File: src/sv/i2c_master_transfer_sequencer_assert.svh
// ----------------------------------------------------------------------------
// I2C master transfer sequencer - assertion macros
// Concurrent checks clocked on clk and masked while arst_n is low.
// ----------------------------------------------------------------------------
`ifndef I2C_MASTER_TRANSFER_SEQUENCER_ASSERT_SVH
`define I2C_MASTER_TRANSFER_SEQUENCER_ASSERT_SVH
`ifndef NO_ASSERTIONS
`define I2CMS_ASSERT(label, prop, msg) \
	label: assert property (@(posedge clk) disable iff (!arst_n) prop) else $error(msg);
`define I2CMS_NEVER(label, cond, msg) \
	label: assert property (@(posedge clk) disable iff (!arst_n) !(cond)) else $error(msg);
`else
`define I2CMS_ASSERT(label, prop, msg)
`define I2CMS_NEVER(label, cond, msg)
`endif
`endif

File: src/sv/i2cms_pkg.sv
// ----------------------------------------------------------------------------
// I2C master transfer sequencer - package
// Word types, event codes, status codes and register indices.
// ----------------------------------------------------------------------------
package i2cms_pkg;

	localparam logic [1:0] OP_TX_SLOT = 2'd0;
	localparam logic [1:0] OP_RX_BYTE = 2'd1;
	localparam logic [1:0] OP_STOP    = 2'd2;
	localparam logic [1:0] OP_ABORT   = 2'd3;

	localparam logic [2:0] ST_OK    = 3'd0;
	localparam logic [2:0] ST_ARB   = 3'd1;
	localparam logic [2:0] ST_ADDR  = 3'd2;
	localparam logic [2:0] ST_DATA  = 3'd3;
	localparam logic [2:0] ST_ABORT = 3'd4;
	localparam logic [2:0] ST_LEN   = 3'd5;

	localparam logic [1:0] CFG_WRITE_LENGTH = 2'd0;
	localparam logic [1:0] CFG_READ_LENGTH  = 2'd1;
	localparam logic [1:0] CFG_TOTAL_LENGTH = 2'd2;

	localparam int CFG_DATA_W = 9;

	typedef struct packed {
		logic [1:0] opcode;
		logic [7:0] tx_byte;
		logic [7:0] rx_byte;
		logic [7:0] rx_level;
		logic       arbitration_lost;
		logic       address_nack;
		logic       data_nack;
	} evt_in_t;

	// classified word held in the queue
	typedef struct packed {
		logic [1:0] opcode;
		logic [7:0] data;
		logic [7:0] rx_level;
		logic [2:0] abort_status;
	} evt_t;

	typedef struct packed {
		logic       command_valid;
		logic       command_is_read;
		logic       command_restart;
		logic       command_stop;
		logic [7:0] command_data;
		logic       commands_finished;
		logic       read_valid;
		logic [7:0] read_data;
		logic       transfer_done;
		logic [2:0] result_status;
		logic       reset_request;
	} res_t;

endpackage

File: src/sv/i2cms_front.sv
// ----------------------------------------------------------------------------
// I2C master transfer sequencer - front end
// Takes event words, picks the byte that matters and ranks the abort source.
// ----------------------------------------------------------------------------
module i2cms_front import i2cms_pkg::*; (
	input  evt_in_t evt,
	input  logic    evt_valid,
	output logic    evt_ready,
	input  logic    full,
	output logic    push,
	output evt_t    push_word
);

	logic [2:0] abort_status;

	always_comb begin
		if (evt.arbitration_lost) begin
			abort_status = ST_ARB;
		end else if (evt.address_nack) begin
			abort_status = ST_ADDR;
		end else if (evt.data_nack) begin
			abort_status = ST_DATA;
		end else begin
			abort_status = ST_ABORT;
		end
	end

	assign evt_ready = !full;
	assign push      = evt_valid && !full;

	assign push_word.opcode       = evt.opcode;
	assign push_word.data         = (evt.opcode == OP_RX_BYTE) ? evt.rx_byte : evt.tx_byte;
	assign push_word.rx_level     = evt.rx_level;
	assign push_word.abort_status = abort_status;

endmodule

File: src/sv/i2cms_queue.sv
// ----------------------------------------------------------------------------
// I2C master transfer sequencer - event queue
// Small FIFO of classified words between the front and back ends.
// ----------------------------------------------------------------------------
module i2cms_queue import i2cms_pkg::*; #(
	parameter int DEPTH = 2
) (
	input  logic clk,
	input  logic arst_n,
	input  logic push,
	input  evt_t push_word,
	output logic full,
	input  logic pop,
	output evt_t pop_word,
	output logic empty
);

	localparam int IDX_W = (DEPTH > 1) ? $clog2(DEPTH) : 1;
	localparam int CNT_W = $clog2(DEPTH + 1);

	evt_t             mem_q [DEPTH];
	logic [IDX_W-1:0] wr_ptr_q;
	logic [IDX_W-1:0] rd_ptr_q;
	logic [CNT_W-1:0] count_q;

	function automatic logic [IDX_W-1:0] ptr_inc(input logic [IDX_W-1:0] p);
		logic [IDX_W-1:0] r;
		r = (p == IDX_W'(DEPTH - 1)) ? '0 : p + 1'b1;
		return r;
	endfunction

	assign full     = (count_q == CNT_W'(DEPTH));
	assign empty    = (count_q == '0);
	assign pop_word = mem_q[rd_ptr_q];

	always_ff @(posedge clk) begin
		if (push) begin
			mem_q[wr_ptr_q] <= push_word;
		end
	end

	always_ff @(posedge clk or negedge arst_n) begin
		if (!arst_n) begin
			wr_ptr_q <= '0;
			rd_ptr_q <= '0;
			count_q  <= '0;
		end else begin
			if (push) begin
				wr_ptr_q <= ptr_inc(wr_ptr_q);
			end
			if (pop) begin
				rd_ptr_q <= ptr_inc(rd_ptr_q);
			end
			if (push && !pop) begin
				count_q <= count_q + 1'b1;
			end else if (pop && !push) begin
				count_q <= count_q - 1'b1;
			end
		end
	end

endmodule

File: src/sv/i2cms_back.sv
// ----------------------------------------------------------------------------
// I2C master transfer sequencer - back end
// Holds the lengths and transfer state, executes one word a cycle while the result register is free or being read.
// ----------------------------------------------------------------------------
`include "i2c_master_transfer_sequencer_assert.svh"
module i2cms_back import i2cms_pkg::*; (
	input  logic                  clk,
	input  logic                  arst_n,
	input  logic                  cfg_write,
	input  logic [1:0]            cfg_index,
	input  logic [CFG_DATA_W-1:0] cfg_data,
	input  logic                  empty,
	input  evt_t                  pop_word,
	output logic                  pop,
	output res_t                  res,
	output logic                  res_valid,
	input  logic                  res_ready
);

	logic [7:0] write_length_q;
	logic [7:0] read_length_q;
	logic [8:0] total_length_q;

	logic [8:0] cmd_q;
	logic [7:0] rcv_q;
	logic [2:0] status_q;
	logic       done_q;

	logic       res_valid_q;
	res_t       res_q;

	logic [8:0] cmd_n;
	logic [7:0] rcv_n;
	logic [2:0] status_n;
	logic       done_n;
	logic [8:0] cmd_inc;
	logic [8:0] rx_sum;
	res_t       res_n;

	assign pop       = !empty && (!res_valid_q || res_ready);
	assign cmd_inc   = cmd_q + 9'd1;
	assign rx_sum    = {1'b0, rcv_q} + {1'b0, pop_word.rx_level};
	assign res       = res_q;
	assign res_valid = res_valid_q;

	always_comb begin
		cmd_n    = cmd_q;
		rcv_n    = rcv_q;
		status_n = status_q;
		done_n   = done_q;
		res_n    = '0;
		if (!done_q) begin
			case (pop_word.opcode)
				OP_TX_SLOT: begin
					if (cmd_q < total_length_q) begin
						res_n.command_valid = 1'b1;
						res_n.command_stop  = (cmd_inc == total_length_q);
						if (cmd_q < {1'b0, write_length_q}) begin
							res_n.command_data = pop_word.data;
						end else begin
							res_n.command_is_read = 1'b1;
							// repeated start only on the turn from writes to reads
							res_n.command_restart = (cmd_q == {1'b0, write_length_q}) &&
								(write_length_q != 8'd0);
						end
						cmd_n = cmd_inc;
					end
				end
				OP_RX_BYTE: begin
					if (rcv_q < read_length_q) begin
						res_n.read_valid = 1'b1;
						res_n.read_data  = pop_word.data;
						rcv_n            = rcv_q + 8'd1;
					end else begin
						status_n = ST_LEN;
					end
				end
				OP_STOP: begin
					// leftover bytes still in the fifo may make up the count
					if ((rcv_q < read_length_q) && (rx_sum != {1'b0, read_length_q})) begin
						status_n = ST_LEN;
					end
					done_n = 1'b1;
				end
				default: begin
					status_n = pop_word.abort_status;
					done_n   = 1'b1;
				end
			endcase
		end
		res_n.commands_finished = (cmd_n >= total_length_q);
		res_n.transfer_done     = done_n;
		res_n.result_status     = status_n;
		res_n.reset_request     = done_n && ((status_n == ST_ARB) || (status_n == ST_LEN));
	end

	always_ff @(posedge clk or negedge arst_n) begin
		if (!arst_n) begin
			write_length_q <= '0;
			read_length_q  <= '0;
			total_length_q <= '0;
		end else if (cfg_write) begin
			case (cfg_index)
				CFG_WRITE_LENGTH: write_length_q <= cfg_data[7:0];
				CFG_READ_LENGTH:  read_length_q  <= cfg_data[7:0];
				CFG_TOTAL_LENGTH: total_length_q <= cfg_data[8:0];
				default: ;
			endcase
		end
	end

	always_ff @(posedge clk or negedge arst_n) begin
		if (!arst_n) begin
			cmd_q       <= '0;
			rcv_q       <= '0;
			status_q    <= ST_OK;
			done_q      <= 1'b0;
			res_valid_q <= 1'b0;
		end else begin
			if (pop) begin
				cmd_q    <= cmd_n;
				rcv_q    <= rcv_n;
				status_q <= status_n;
				done_q   <= done_n;
			end
			if (pop) begin
				res_valid_q <= 1'b1;
			end else if (res_ready) begin
				res_valid_q <= 1'b0;
			end
		end
	end

	always_ff @(posedge clk) begin
		if (pop) begin
			res_q <= res_n;
		end
	end

	`I2CMS_ASSERT(a_done_sticky, done_q |=> done_q, "done flag cleared without reset")
	`I2CMS_NEVER(a_reset_req_done, res_valid_q && res_q.reset_request && !res_q.transfer_done, "reset request without done")
	`I2CMS_NEVER(a_restart_read, res_valid_q && res_q.command_restart && !res_q.command_is_read, "restart on a write command")
	`I2CMS_NEVER(a_idle_cmd_clear, res_valid_q && !res_q.command_valid && (res_q.command_is_read || res_q.command_stop || (res_q.command_data != 8'd0)), "command fields set without command")
	`I2CMS_NEVER(a_pop_when_empty, pop && empty, "queue read while empty")

endmodule

File: src/sv/i2c_master_transfer_sequencer.sv
// ----------------------------------------------------------------------------
// I2C master transfer sequencer - top level
// An accepted word passes through the event queue and the back end's output register before its result is on res.
// Throughput: one word per cycle while res_ready keeps up; the back end's output register is the limit.
// The event queue lets input words keep coming while a result waits, until the queue is full.
// Reset (arst_n low): lengths, counters, status and done flag cleared, no result.
// ----------------------------------------------------------------------------
module i2c_master_transfer_sequencer import i2cms_pkg::*; #(
	parameter int QUEUE_DEPTH = 2
) (
	input  logic                  clk,
	input  logic                  arst_n,
	input  logic                  cfg_write,
	input  logic [1:0]            cfg_index,
	input  logic [CFG_DATA_W-1:0] cfg_data,
	input  evt_in_t               evt,
	input  logic                  evt_valid,
	output logic                  evt_ready,
	output res_t                  res,
	output logic                  res_valid,
	input  logic                  res_ready
);

	logic full;
	logic empty;
	logic push;
	logic pop;
	evt_t push_word;
	evt_t pop_word;

	i2cms_front u_front (
		.evt       (evt),
		.evt_valid (evt_valid),
		.evt_ready (evt_ready),
		.full      (full),
		.push      (push),
		.push_word (push_word)
	);

	i2cms_queue #(
		.DEPTH (QUEUE_DEPTH)
	) u_queue (
		.clk       (clk),
		.arst_n    (arst_n),
		.push      (push),
		.push_word (push_word),
		.full      (full),
		.pop       (pop),
		.pop_word  (pop_word),
		.empty     (empty)
	);

	i2cms_back u_back (
		.clk       (clk),
		.arst_n    (arst_n),
		.cfg_write (cfg_write),
		.cfg_index (cfg_index),
		.cfg_data  (cfg_data),
		.empty     (empty),
		.pop_word  (pop_word),
		.pop       (pop),
		.res       (res),
		.res_valid (res_valid),
		.res_ready (res_ready)
	);

endmodule
File: config.mk
export PLATFORM = sky130hd
export DESIGN_NAME = i2c_master_transfer_sequencer
export DESIGN_NICKNAME = d
export VERILOG_FILES = /design/src/sv/i2cms_pkg.sv /design/src/sv/i2cms_front.sv /design/src/sv/i2cms_queue.sv /design/src/sv/i2cms_back.sv /design/src/sv/i2c_master_transfer_sequencer.sv
export VERILOG_INCLUDE_DIRS = /design/src /design/src/sv
export SDC_FILE = /design/constraint.sdc
export NUM_CORES = 1
export LEC_CHECK = 0
export CAP_MARGIN = 5
export CORE_AREA = 5 5 114 116
export DETAILED_ROUTE_END_ITERATION = 7
export DIE_AREA = 0 0 119 121
export DONT_BUFFER_PORTS = 1
export GPL_TIMING_DRIVEN = 0
export HOLD_SLACK_MARGIN = 0.06
export PLACE_DENSITY = 0.72
export SKIP_CTS_REPAIR_TIMING = 1
export SYNTH_ARGS = -nofsm -noshare
export SYNTH_HDL_FRONTEND = slang
export SYNTH_HIERARCHICAL = 1
export SYNTH_SLANG_ARGS = --single-unit
File: constraint.sdc
create_clock -name clk -period 6.5 [get_ports clk]
set_clock_uncertainty 0.05 [all_clocks]
set_input_delay 1.625 -clock clk [delete_from_list [all_inputs] [get_ports clk]]
set_output_delay 1.625 -clock clk [all_outputs]
set_load 0.01 [all_outputs]
==> results by stage <==
Critical path:
- The data arrival at the endpoint of the critical path is 4.80 ns.
- The critical path class is flip-flop to flip-flop.
- The cell occurring most often along the worst timing path is a21o_1.
- On the critical path, the stage with the largest delay is an instance of clkbuf_1.
- The cell type group with the largest total delay on the critical path is compound AO/OA/AOI/OAI gates.
- Counting buffers and inverters, the worst setup path is 17 cells deep.
- The peak fanout along the critical path is 10.
- The sum of buffers and inverters on the critical path is 3.
- STA classifies the critical path endpoint as a flip-flop.
- Traced cell by cell, the critical path runs through buf_6, mux2_2, nor4_1, o21ai_0, a21oi_1, o31a_1, buf_2, clkbuf_1, xnor2_1, ha_1, nand2b_1, a21o_1, a21o_1, a21o_1, a21o_1, a2111oi_0, o21bai_1.
- For the worst setup path, the data required time is 6.60 ns.
- The largest stage delay on the critical path is 0.48 ns.
- Measured in cells, the most critical reg-to-reg path has a length of 17.
- STA classifies the critical path startpoint as a flip-flop.

CTS:
- The total CTS buffers is 17.
- The clock tree from TritonCTS is done.
- The clock passes through at most 2 buffers.
- After clock tree synthesis, the clock-pin slew on the worst setup and hold paths is 0.06 ns.
- The clock net in this run drives a total of 120 sinks.
- The clock tree synthesis step divided the H-tree into 4 levels.
- The tree is rooted in a clkbuf_16.
- The later-pin clock latency in the skew report is 0.42 ns.

Detailed routing:
- The number of vias per cell is 5.58.
- The number of violations reported at the end of detailed-routing iteration 0 is 197.
- The DRC violation count after routing is 0.
- In this run the remaining antenna-violating nets after routing total 0.
- The final wirelength is 12.1 mm.
- The first detailed-routing pass ran for 4 iterations.
- The mean routed wirelength per cell is 17.8 um.
- The vias after detailed routing is 3802.

Timing:
- The final sum of negative setup slack is 0 ns.
- The setup slack after layout is 1.81 ns.
- The number of failing hold endpoints at the final stage was 0.
- The clock period minus worst slack is 4.69 ns.
- Setup repair after global routing left no endpoint under its margin.
- The number of max-slew violations in the final report is 0.
- Based on the critical path, the design can be clocked at up to 213 MHz.
- Setup violations remaining at the end of the flow were counted as 0.
- The fraction of the cycle the final worst path needs is 72.2%.
- The worst slew margin relative to its limit is 31.7%.
- At the pin with the least slew margin, the transition time is 1.03 ns.

Cells and area:
- The share of final-layout standard cells stronger than drive strength 1 is 20.2%.
- 0 antenna diodes ended up in the layout.
- The signed area change from the synthesized netlist to the final layout is 13.4%.
- The net total in the final layout is 611.
- The post-route cell area is 7180 um^2.

Yosys:
- The dominant register cell in the synthesized netlist is edfxtp_1.
- The synthesized design contains 120 register bits.
- The number of nets in the synthesized netlist is 590.
- The number of warnings issued by yosys is 6.
- The cell type with the largest total area after synthesis is edfxtp_1.
- Ranked by total cell area, the synthesized netlist is headed by edfxtp_1 33%, dfrtp_1 20%, ha_1 8.7%.
- The area share of the largest cell type after synthesis is 32.7%.
- The cell area that synthesis handed to floorplanning was 6330 um^2.
- The async set or reset register ratio after synthesis is 42.5%.
- In this run the mean area of a mapped cell was 12.7 um^2.
- The synthesized instance count is 500.
- The sequential area share after synthesis is 52.9%.
- The number of synthesized flops with an enable pin is 69.
- Counting distinct cell types in the post-synthesis netlist gives 49.

Power:
- The share of total power dissipated in the clock network is 35.5%.
- The analysis attributes to cell leakage a power of 3.06 nW.
- The worst-case vdd ir drop is 0.000239 V.
- Combinational cells account for 23.4% of the total power.
- The areal power density over the cells is 387 nW/um^2.
- The internal portion of the total power is 0.00196 W.
- Net switching is 29.3% of the power.
- The net switching power of the design is 0.000812 W.
- The share of total power in sequential cells is 41.1%.

Global route:
- The largest net degree at the start of global routing is 52.
- Global routing consumed, over all layers together, 17.9% of the routing resources.
- The initial antenna violation count is 0.
- The total congestion overflow after global routing is 0.
- The via count of the first global-routing pass is 4004.
- The first global-routing pass estimated 20.0 mm of wire.

Placed design:
- The post-place setup slack is 1.88 ns.
- The congestion estimate from routability-driven global placement came to 0.854.
- The HPWL after detailed placement is 8.69 mm.
- The number of buffers added on ports is 0.
- In this run the cell area measured after placement is 6560 um^2.

Floorplan:
- Once the floorplan was initialized, standard cells occupied 53.6% of the core.
- The total area inside the core boundary comes to 11800 um^2.
- The floorplan step defined a die boundary enclosing 14400 um^2.
- 74 I/O pins were placed.
- The die is 119 um wide.
- The cell row count is 40.
- Measured along the y axis, the die boundary spans 121 um.

Run status:
- The flow ran to the end, and the final reports show no timing, DRC or antenna violations.

Worst hold path:
- The hold-critical path depth is 1.
- In this run the worst hold path is classified as flip-flop to flip-flop.

Run:
- The max-capacitance violation count is 0.
state kept, by name, indices dropped and copies added, names as in the netlist:
register	cells
u_queue/mem_q	42
u_back/res	27
u_back/cmd_q	9
u_back/total_length_q	9
u_back/rcv_q	8
u_back/read_length_q	8
u_back/write_length_q	8
u_back/status_q	3
u_queue/count_q	2
u_back/done_q	1
u_back/res_valid	1
u_queue/rd_ptr_q	1
u_queue/wr_ptr_q	1
synth_stat cells, types with 3 or more instances:
cell type,number
nor4_1,4
nand4_1,3
nand3_1,14
nor2b_1,7
edfxtp_1,69
clkbuf_1,4
a21oi_1,10
nor2_1,11
and2_1,11
nand3b_1,3
inv_1,34
xnor2_1,41
xor2_1,14
dfrtp_1,51
a2111oi_0,3
nand2_1,22
buf_6,3
o21ai_0,22
a21o_1,10
mux2_4,8
nand2b_1,5
nor3_1,3
o21bai_1,3
and3_1,16
buf_4,11
mux2_2,42
ha_1,44
power by group through the flow:
stage / Clock [W] / Sequential [W] / Combinational [W]
after floorplan: 0 / 0.00112 / 0.000508
after global placement: 0 / 0.00115 / 0.000616
after detailed placement: 0 / 0.00116 / 0.000653
after CTS: 0.00100 / 0.00114 / 0.000663
after global routing: 0.00104 / 0.00116 / 0.000726
final: 0.000985 / 0.00114 / 0.000650
metal layers:
| layer | up-vias | share of wire [%] | global-route usage (%) |
|---|---|---|---|
| li1 | 1843 | - | - |
| met4 | 0 | 1.7 | 6.95 |
| met5 | - | 0 | 0 |
| met2 | 81 | 52 | 30.8 |
| met1 | 1860 | 42 | 21.1 |
| met3 | 18 | 4.2 | 5.59 |
stage by stage:
step,util [%],std cells,hold WS [ns],total power [W]
finish,60.8,681,0.443,0.00278
global route,60.8,681,0.469,0.00292
CTS,60.8,681,0.444,0.00281
detailed placement,55.5,649,0.432,0.00181
global placement,55.2,647,0.420,0.00177
floorplan,-,500,0.405,0.00163
worst paths after layout:
check                                     endpoint               start  slack, ns
max reg2reg                         u_back/res[14]    u_queue/rd_ptr_q       1.81
min                             u_queue/count_q[1]  u_queue/count_q[1]       0.44
min in group asynchronous         u_queue/wr_ptr_q              arst_n       0.85
min reg2reg                     u_queue/count_q[1]  u_queue/count_q[1]       0.44
max in group asynchronous  u_back/read_length_q[5]              arst_n       5.46
max                                 u_back/res[14]    u_queue/rd_ptr_q       1.81
worst reg2reg max path, delay by kind of cell (launching register included):
family | cells | cell delay, ns
AO/OA/AOI/OAI | 9 | 1.71
buffers and inverters | 3 | 0.93
AND/OR/NAND/NOR | 2 | 0.47
flip-flops | 1 | 0.44
multiplexers | 1 | 0.41
adder cells (fa/ha/maj) | 1 | 0.25
XOR/XNOR | 1 | 0.19
layout by cell type (no fill, tap or decap), drive strengths merged, types with 4 or more instances in the layout:
cell | Yosys | routed
buf | 17 | 19
a21o | 10 | 10
nand2b | 5 | 5
ha | 44 | 44
xor2 | 14 | 14
dfrtp | 51 | 51
a2111oi | 5 | 5
nand3 | 14 | 14
nor2b | 8 | 8
clkbuf | 4 | 22
edfxtp | 69 | 69
and2 | 11 | 11
o21ai | 24 | 24
and3 | 16 | 16
xnor2 | 41 | 41
inv | 34 | 38
bufinv | 0 | 4
nor2 | 12 | 12
nand2 | 22 | 22
mux2 | 50 | 50
nor4 | 5 | 5
a21oi | 11 | 11
layout make-up:
cell class,count,area [um^2]
clock buffer,18,429
timing repair buffer,2,35.0
fill,909,4630
buffer,21,146
multi-input combinational,325,2710
clock inverter,14,195
sequential,120,3350
inverter,34,128
tap,147,184
kinds of logic after synthesis:
kind of cell	after synthesis	synth area share, %
mux	50	9.37
buf+inv	55	4.31
flops	120	52.9
compound gates	65	6.90
simple gates	110	9.94
xor+xnor	55	7.61
fa+ha+maj	45	9.01
No activity file was read; power rests on OpenSTA's default activity.
